$ cat src/rtl/mtq_pkg.sv
package mtq_pkg;

    localparam int DEPTH      = 1024;
    localparam int VALUE_BITS = 32;
    localparam int FIELD_BITS = 32;
    localparam int ADDR_BITS  = $clog2(DEPTH);
    localparam int CNT_BITS   = $clog2(DEPTH + 1);
    localparam int COUNT_BITS = 11;
    localparam int OP_BITS    = 2;

    localparam logic [OP_BITS-1:0] OP_PUSH = 2'd0;
    localparam logic [OP_BITS-1:0] OP_POP  = 2'd1;
    localparam logic [OP_BITS-1:0] OP_PEEK = 2'd2;

    typedef logic signed [VALUE_BITS-1:0] value_t;

    typedef struct packed {
        logic [OP_BITS-1:0]           opcode;
        logic signed [FIELD_BITS-1:0] new_key;
        logic signed [FIELD_BITS-1:0] new_tag;
    } req_item_t;

    typedef struct packed {
        logic signed [FIELD_BITS-1:0] front_key;
        logic signed [FIELD_BITS-1:0] front_tag;
        logic signed [FIELD_BITS-1:0] max_key;
        logic signed [FIELD_BITS-1:0] max_tag;
        logic [COUNT_BITS-1:0]        item_count;
        logic                         is_empty;
        logic                         op_error;
    } rsp_item_t;

    typedef struct packed {
        value_t key;
        value_t tag;
    } pair_t;

    typedef struct packed {
        pair_t item;
        pair_t peak;
    } entry_t;

    typedef struct packed {
        logic push;
        logic xfer_rd;
        logic xfer_wr;
        logic pop;
        logic refill;
        logic load;
        logic err;
    } dp_cmd_t;

    typedef struct packed {
        logic in_zero;
        logic out_zero;
        logic empty;
        logic full;
    } dp_stat_t;

    localparam value_t LOW_VALUE = {1'b1, {(VALUE_BITS-1){1'b0}}};

    function automatic logic above(pair_t a, pair_t b);
        return (a.key > b.key) || ((a.key == b.key) && (a.tag > b.tag));
    endfunction

endpackage

$ cat src/rtl/mtq_ctrl.sv
module mtq_ctrl
    import mtq_pkg::*;
(
    input  logic               clk,
    input  logic               rst_n,
    input  logic               req_valid,
    output logic               req_stall,
    input  logic [OP_BITS-1:0] opcode,
    output logic               rsp_valid,
    input  logic               rsp_stall,
    input  dp_stat_t           stat,
    output dp_cmd_t            cmd
);

    typedef enum logic [2:0] {
        ST_IDLE,
        ST_XFER_RD,
        ST_XFER_WR,
        ST_POP_RD,
        ST_POP_WAIT,
        ST_DONE
    } state_t;

    state_t state_reg, state_next;
    logic   err_reg, err_next;
    logic   pop_reg, pop_next;
    logic   rsp_valid_reg, rsp_valid_next;
    logic   rsp_free;

    assign rsp_free  = !rsp_valid_reg || !rsp_stall;
    assign req_stall = (state_reg != ST_IDLE);
    assign rsp_valid = rsp_valid_reg;

    always_comb
    begin
        state_next     = state_reg;
        err_next       = err_reg;
        pop_next       = pop_reg;
        rsp_valid_next = rsp_valid_reg && rsp_stall;
        cmd            = '0;
        cmd.err        = err_reg;
        unique case (state_reg)
            ST_IDLE:
            begin
                if (req_valid)
                begin
                    state_next = ST_DONE;
                    err_next   = 1'b0;
                    pop_next   = (opcode == OP_POP);
                    priority if (opcode == OP_PUSH)
                    begin
                        if (stat.full)
                        begin
                            err_next = 1'b1;
                        end
                        else
                        begin
                            cmd.push = 1'b1;
                        end
                    end
                    else if (opcode == OP_POP || opcode == OP_PEEK)
                    begin
                        priority if (stat.empty)
                        begin
                            err_next = 1'b1;
                        end
                        else if (stat.out_zero)
                        begin
                            state_next = ST_XFER_RD;
                        end
                        else if (opcode == OP_POP)
                        begin
                            state_next = ST_POP_RD;
                        end
                        else
                        begin
                            state_next = ST_DONE;
                        end
                    end
                    else
                    begin
                        err_next = 1'b1;
                    end
                end
            end
            ST_XFER_RD:
            begin
                cmd.xfer_rd = 1'b1;
                state_next  = ST_XFER_WR;
            end
            ST_XFER_WR:
            begin
                cmd.xfer_wr = 1'b1;
                priority if (!stat.in_zero)
                begin
                    state_next = ST_XFER_RD;
                end
                else if (pop_reg)
                begin
                    state_next = ST_POP_RD;
                end
                else
                begin
                    state_next = ST_DONE;
                end
            end
            ST_POP_RD:
            begin
                cmd.pop    = 1'b1;
                state_next = ST_POP_WAIT;
            end
            ST_POP_WAIT:
            begin
                cmd.refill = 1'b1;
                state_next = ST_DONE;
            end
            ST_DONE:
            begin
                if (rsp_free)
                begin
                    cmd.load       = 1'b1;
                    rsp_valid_next = 1'b1;
                    state_next     = ST_IDLE;
                end
            end
            default:
            begin
                state_next = ST_IDLE;
            end
        endcase
    end

    always_ff @(posedge clk or negedge rst_n)
    begin
        if (!rst_n)
        begin
            state_reg     <= ST_IDLE;
            err_reg       <= 1'b0;
            pop_reg       <= 1'b0;
            rsp_valid_reg <= 1'b0;
        end
        else
        begin
            state_reg     <= state_next;
            err_reg       <= err_next;
            pop_reg       <= pop_next;
            rsp_valid_reg <= rsp_valid_next;
        end
    end

    a_busy_after_transfer: assert property (@(posedge clk) disable iff (!rst_n)
        (req_valid && !req_stall) |=> req_stall)
        else $error("accepted item did not leave idle");

    a_load_only_when_free: assert property (@(posedge clk) disable iff (!rst_n)
        cmd.load |-> rsp_free)
        else $error("result loaded over a waiting result");

    a_pop_not_on_error: assert property (@(posedge clk) disable iff (!rst_n)
        (state_reg == ST_POP_RD) |-> (!err_reg && pop_reg))
        else $error("pop issued for a refused or non-pop item");

endmodule

$ cat config.mk
export PLATFORM = sky130hd
export DESIGN_NAME = mtq_ctrl
export DESIGN_NICKNAME = d
export VERILOG_FILES = /design/src/rtl/mtq_pkg.sv /design/src/rtl/mtq_ctrl.sv
export SDC_FILE = /design/constraint.sdc
export NUM_CORES = 1
export LEC_CHECK = 0
export BUFFER_PORTS_ARGS = -buffer_cell sky130_fd_sc_hd__buf_2
export CAP_MARGIN = 20
export CORE_AREA = 4 4 41 43
export CTS_CLUSTER_DIAMETER = 40
export DETAILED_ROUTE_END_ITERATION = 10
export DIE_AREA = 0 0 45 47
export GPL_TIMING_DRIVEN = 0
export PLACE_DENSITY_LB_ADDON = 0.25
export SLEW_MARGIN = 5
export SYNTH_ARGS = -nofsm -noshare
export SYNTH_HDL_FRONTEND = slang
export SYNTH_SLANG_ARGS = --single-unit
export TNS_END_PERCENT = 5
$ cat constraint.sdc
create_clock -name clk -period 1.98 [get_ports clk]
set_input_delay 0 -clock clk [delete_from_list [all_inputs] [get_ports clk]]
set_output_delay 0 -clock clk [all_outputs]
set_load 0.005 [all_outputs]
==> summary.txt, run 1 <==
Worst setup path
  • Class of the most critical setup path: register to output port
  • Worst-path maximum fanout: 10
  • Crit path arrival time: 1.62 ns
  • WP buf/inv: 2
  • Critical Path Slowest Stage Cell: or4b_4
  • CP endpoint kind: output port
  • Startpoint types: register
  • Delay-heaviest family, CP: simple AND/OR/NAND/NOR gates
  • Worst-path cell chain: buf_6, or4b_4, and2b_2, buf_2
  • Max incr delay on CP: 0.56 ns
  • Worst Path Required: 1.98 ns

STA
  • Slew Viols, Final: 0
  • Peak Freq: 619 MHz
  • Final worst-path cycle share: 81.6%
  • Fin crit period: 1.62 ns
  • Skew final: 0.00201 ns
  • Worst-margin pin slew: 0.372 ns
  • Worst rel slew slack: 75.2%
  • RSZ-0062 raised after global routing: no
  • Final hold violation count: 0
  • Setup TNS: 0 ns
  • Finish-stage setup viols: 0

Floorplan
  • Row count: 13
  • Chip width: 45 um
  • Initial Util: 32.5%
  • Core area: 1300 um2
  • Die Area: 2120 um2
  • I/O pin cnt: 19
  • Die H: 47 um

Place
  • PortBufs: 18
  • HPWL reported at the end of detailed placement: 706 um
  • Routability cong.: 0.704

Global route
  • Global Route Usage Sum: 10.0%
  • GRT met3 Usage: 3.45%
  • Gr busiest metal: met2
  • Initial antenna violation count: 0
  • Largest net degree at the start of global routing: 11
  • Met1 usage: 13.7%
  • Gr ovfl total: 0
  • Met2 usage: 13.8%
  • First-pass GRT wire length: 1.51 mm
  • Vias in the first global route: 372

Drt
  • Vias per inst: 4.80
  • Drt pass-1 iters: 2
  • Total Routed Length: 868 um
  • DR vias: 398
  • DRT iter0 DRCs: 2
  • DR DRC count: 0
  • Wire per inst: 10.5 um
  • Final antenna-violating net count: 0

CTS
  • CTS tree: built
  • Clock Root Buffer: clkbuf_4
  • Max H-tree Level: 1
  • Post-CTS Resized: 0
  • Longest Clk Path Bufs: 2
  • Clock tree sinks: 6
  • CTS Buf Count: 3
  • CTS clk-pin slew, worst paths: 0.04 ns
  • Clock Latency Late Sink: 0.24 ns

Final layout
  • Synth-to-layout area growth: 33.4%
  • Most frequent cells in the layout: 18 x buf_2, 6 x dfrtp_1, 4 x inv_1, 4 x nor2_1, 4 x nand2_1
  • Leading cell type in the layout, fill and taps excluded: buf_2
  • Diode count: 0
  • Max FFs per register: 3
  • Nets@finish: 82
  • Finished Core Util: 43.4%
  • Layout cell share with drive strength beyond 1: 41.2%

Pwr
  • Leakage: 0.296 nW
  • VDD IR max: 593 uV
  • Pwr per Cell Area: 1270 nW/um2

Synthesis
  • Syn Nets: 58
  • Distinct cells, synth: 28
  • Post-Syn Area: 423 um2
  • Yosys warning count: 0
  • Mapped Cells: 46
  • Seq cells post-synth: 6
  • Synth Area per Inst: 9.19 um2
  • Share of the yosys chip area belonging to registers: 35.5%

Run status
  • Status: complete, no violations

Min path
  • Type of the tightest min-delay check: input port to register

Flow run
  • MaxCap Viol Count: 0
-- per-layer routing --
layer / up-vias / routed length (um)
li1: 206 / -
met1: 179 / 391
met2: 11 / 408
met3: 2 / 48
met4: 0 / 19
met5: - / 0
-- path summary, 6_finish.rpt --
check	endpoint	cells after the start	from	slack [ns]
worst min-delay path	rsp_valid	3	rsp_stall	0.03
min in group asynchronous	err_reg	2	rst_n	0.12
worst min register to register	err_reg	2	err_reg	0.48
worst max-delay path	cmd[6]	4	state_reg[0]	0.36
worst max register to register	pop_reg	3	state_reg[0]	0.49
max in group asynchronous	state_reg[0]	2	rst_n	1.72
-- power by group --
part           total (mW)  switching (mW)  internal [mW]
logic               0.388           0.181          0.208
clock network       0.108          0.0400         0.0683
registers           0.221          0.0381          0.183
-- Yosys cell counts --
master	n	area share, %
o31ai_1	1	1.8
nand3b_1	1	1.8
a21oi_1	2	2.4
nor4bb_1	1	2.4
or3_2	1	1.8
nand2_1	4	3.5
a31oi_1	1	1.5
mux2_4	1	3.5
or2b_1	1	1.8
nand3_1	1	1.2
ha_1	2	5.9
o21ba_2	1	2.4
nor3b_1	2	3.5
buf_6	1	2.7
nor3_1	1	1.2
dfrtp_1	6	36
clkbuf_1	2	1.8
buf_4	1	1.8
a221oi_1	1	2.1
and2b_2	1	2.1
a2111o_1	1	2.7
nand2b_1	1	1.5
o221ai_1	1	2.1
nor2b_1	1	1.5
nor2_1	4	3.5
nand4_1	1	1.5
inv_1	4	3.5
or4b_4	1	3.3
-- logic make-up (layout without fill, tap and decap cells) --
kind of cell,after synthesis,after routing,share of synthesized area (%)
simple gates,21,21,30.5
compound gates,8,8,14.8
buf+inv,8,30,9.76
flops,6,6,35.5
fa+ha+maj,2,2,5.92
mux,1,1,3.55
-- layout make-up --
class	count	area (um2)
flip-flops and latches	6	150
repair buffers	19	100
clock buffers	3	22.5
inverters	4	15.0
fillers	153	737
well taps	15	18.8
multi-input cells	32	231
plain buffers	4	26.3
-- tightest hold or removal path, stage by stage --
cell and delay [ns]:
buf_2 0.10, nand2_1 0.06, nand2_1 0.06
-- stage by stage --
stage	setup slack [ns]	cells	hold WS, ns	cell area (um2)	power (mW)
finish	0.365	83	0.0277	564	0.717
global route	0.320	83	0.0653	564	0.791
CTS	0.351	83	0.0204	564	0.730
detailed placement	0.497	79	-0.171	532	0.616
global placement	0.502	79	-0.170	532	0.614
floorplan	0.529	46	-0.296	423	0.492
-- what timing repair did --
item,CTS,global route
endpoints found under the hold margin,6,0
setup buffers,0,0
hold buffers,1,0
(Power assumes the default switching activity.)
==> run 2: changes to the inputs <==
==> constraint.sdc (replaced) <==
create_clock -name clk -period 1.5 [get_ports clk]
set_input_delay 0 -clock clk [delete_from_list [all_inputs] [get_ports clk]]
set_output_delay 0 -clock clk [all_outputs]
set_load 0.005 [all_outputs]
==> summary.txt, run 2 (synthesis gave the netlist of run 1 again) <==
Final layout
  • Leading cell type in the layout, fill and taps excluded: buf_2 (unchanged)
  • Diode count: 0 (unchanged)
  • Post-route insts no fill: 84 (was 83)
  • Finished Cell Area: 573 um2 (was 564 um2)
  • Filler cell count: 154 (was 153)
  • Sequential cell area: 150 um2 (unchanged)
  • Most frequent cells in the layout: 18 x buf_2, 6 x dfrtp_1, 4 x inv_1, 4 x nor2_1, 4 x nand2_1 (unchanged)
  • Synth-to-layout area growth: 35.5% (was 33.4%)
  • Multi-input logic area: 231 um2 (unchanged)
  • Finished Core Util: 44.0% (was 43.4%)
  • Nets@finish: 83 (was 82)
  • Layout cell share with drive strength beyond 1: 43.5% (was 41.2%)
  • Max FFs per register: 3 (unchanged)

STA
  • Final hold violation count: 0 (unchanged)
  • Slew Viols, Final: 0 (unchanged)
  • WHS: 0.0263 ns (was 0.0277 ns)
  • Skew final: 0.00104 ns (was 0.00201 ns)
  • Final worst-path cycle share: 99.2%
  • Peak Freq: 672 MHz
  • RSZ-0062 raised after global routing: yes (was no)
  • Fin crit period: 1.49 ns
  • Worst rel slew slack: 72.7% (was 75.2%)
  • Worst-margin pin slew: 0.409 ns (was 0.372 ns)
  • Finish-stage setup viols: 0 (unchanged)

Drt
  • Wire per inst: 11.3 um (was 10.5 um)
  • Total Routed Length: 945 um (was 868 um)
  • Final antenna-violating net count: 0 (unchanged)
  • DR DRC count: 0 (unchanged)
  • DR vias: 410 (was 398)
  • Vias per inst: 4.88 (was 4.80)
  • Drt pass-1 iters: 3 (was 2)
  • DRT iter0 DRCs: 2 (unchanged)

Place
  • Post-DP Area: 532 um2 (unchanged)
  • Cells after DPL: 79 (unchanged)
  • HPWL reported at the end of detailed placement: 706 um (unchanged)
  • PortBufs: 18 (unchanged)
  • Routability cong.: 0.704 (unchanged)

Pwr
  • VDD IR max: 722 uV (was 593 uV)
  • Sw Ratio: 36.4% (was 36.1%)
  • Pwr Total: 967 uW (was 717 uW)
  • P_int: 615 uW (was 458 uW)
  • Clock group share of total power: 14.8% (was 15.1%)
  • Combinational share of power: 54.6% (was 54.2%)
  • Leakage: 0.303 nW (was 0.296 nW)
  • Pwr per Cell Area: 1690 nW/um2 (was 1270 nW/um2)
  • Switching power: 352 uW (was 259 uW)
  • Sequential power share: 30.6% (was 30.8%)

Floorplan
  • Row count: 13 (unchanged)
  • I/O pin cnt: 19 (unchanged)
  • Core area: 1300 um2 (unchanged)
  • Die H: 47 um (unchanged)
  • Initial Util: 32.5% (unchanged)
  • Chip width: 45 um (unchanged)
  • Die Area: 2120 um2 (unchanged)

CTS
  • Clock tree sinks: 6 (unchanged)
  • Clock Latency Late Sink: 0.24 ns (about the same)
  • Longest Clk Path Bufs: 2 (unchanged)
  • CTS tree: built (unchanged)
  • Clock Root Buffer: clkbuf_4 (unchanged)
  • CTS Buf Count: 3 (unchanged)
  • Max H-tree Level: 1 (unchanged)
  • CTS clk-pin slew, worst paths: 0.04 ns (about the same)

Flow run
  • MaxCap Viol Count: 0 (unchanged)

Min path
  • Hold path depth: 3 (unchanged)
  • Type of the tightest min-delay check: input port to register (unchanged)

Worst setup path
  • Crit path arrival time: 1.49 ns (was 1.62 ns)
  • Startpoint types: register (unchanged)
  • Worst Path Required: 1.50 ns (was 1.98 ns)
  • Worst-path maximum fanout: 3 (was 10)
  • CP endpoint kind: output port (unchanged)
  • Class of the most critical setup path: register to output port (unchanged)
  • R2r worst-path depth: 3 (unchanged)

Global route
  • Largest net degree at the start of global routing: 11 (unchanged)
  • First-pass GRT wire length: 1.60 mm (was 1.51 mm)
  • Vias in the first global route: 404 (was 372)
  • Initial antenna violation count: 0 (unchanged)
  • Gr ovfl total: 0 (unchanged)
  • Global Route Usage Sum: 10.7% (was 10.0%)

Run status
  • Status: complete, no violations (unchanged)
==> run 2: cell types whose count changed in the layout (fill, tap and decap cells not counted) <==
cell	before	now
clkbuf_2	0	1
buf_4	1	2
clkbuf_1	2	1
==> run 2: power by group through the flow <==
stage | Combinational, mW | Clock [mW] | Sequential (mW)
floorplan | 0.366 | 0 | 0.283
global placement | 0.517 | 0 | 0.293
detailed placement | 0.519 | 0 | 0.294
CTS | 0.554 | 0.148 | 0.292
global route | 0.597 | 0.154 | 0.311
finish | 0.528 | 0.143 | 0.296
==> run 2: final timing paths <==
path	from	end	slack, ns
setup / recovery	state_reg[0]	cmd[6]	0.01
hold / removal	rsp_stall	rsp_valid	0.03
max in group asynchronous	rst_n	state_reg[0]	1.23
hold reg to reg	err_reg	err_reg	0.48
min in group asynchronous	rst_n	err_reg	0.12
setup reg to reg	state_reg[0]	pop_reg	0.03
==> run 2: worst max-delay path, stage by stage (launching register included) <==
cell	delay, ns
dfrtp_1	0.38
or4b_4	0.56
and2b_2	0.22
buf_2	0.10
==> run 2: cell type report <==
cell class              count  share of cell area (%)
multi-input cells          32                    40.4
flip-flops and latches      6                    26.2
repair buffers             21                    20.7
clock buffers               3                    3.93
well taps                  15                    3.28
plain buffers               3                    2.84
inverters                   4                    2.62
==> run 2: layer usage <==
metal / wire length, um / GRT usage (%) / up-vias
li1: - / - / 208
met1: 401 / 13.7 / 189
met2: 475 / 16.1 / 11
met3: 48 / 3.45 / 2
met4: 19 / 5.26 / 0
met5: 0 / 0 / -
==> run 2: repair_timing <==
item / 4_1_cts / 5_1_grt
resized for setup: 0 / 3
setup endpoints to repair: 1 / 4
pin swaps: 1 / 1
gates cloned: 0 / 0
hold endpoints to repair: 6 / 0
hold buffers: 1 / 0
setup buffers: 2 / 0
==> run 2: stage by stage <==
| stage | TNS (ns) | worst slack, ns |
|---|---|---|
| 2_1_floorplan | 0 | 0.0493 |
| 3_3_place_gp | 0 | 0.0217 |
| 3_5_place_dp | 0 | 0.0171 |
| 4_1_cts | -0.101 | -0.0524 |
| 5_1_grt | -0.0579 | -0.0282 |
| 6_report | 0 | 0.0126 |
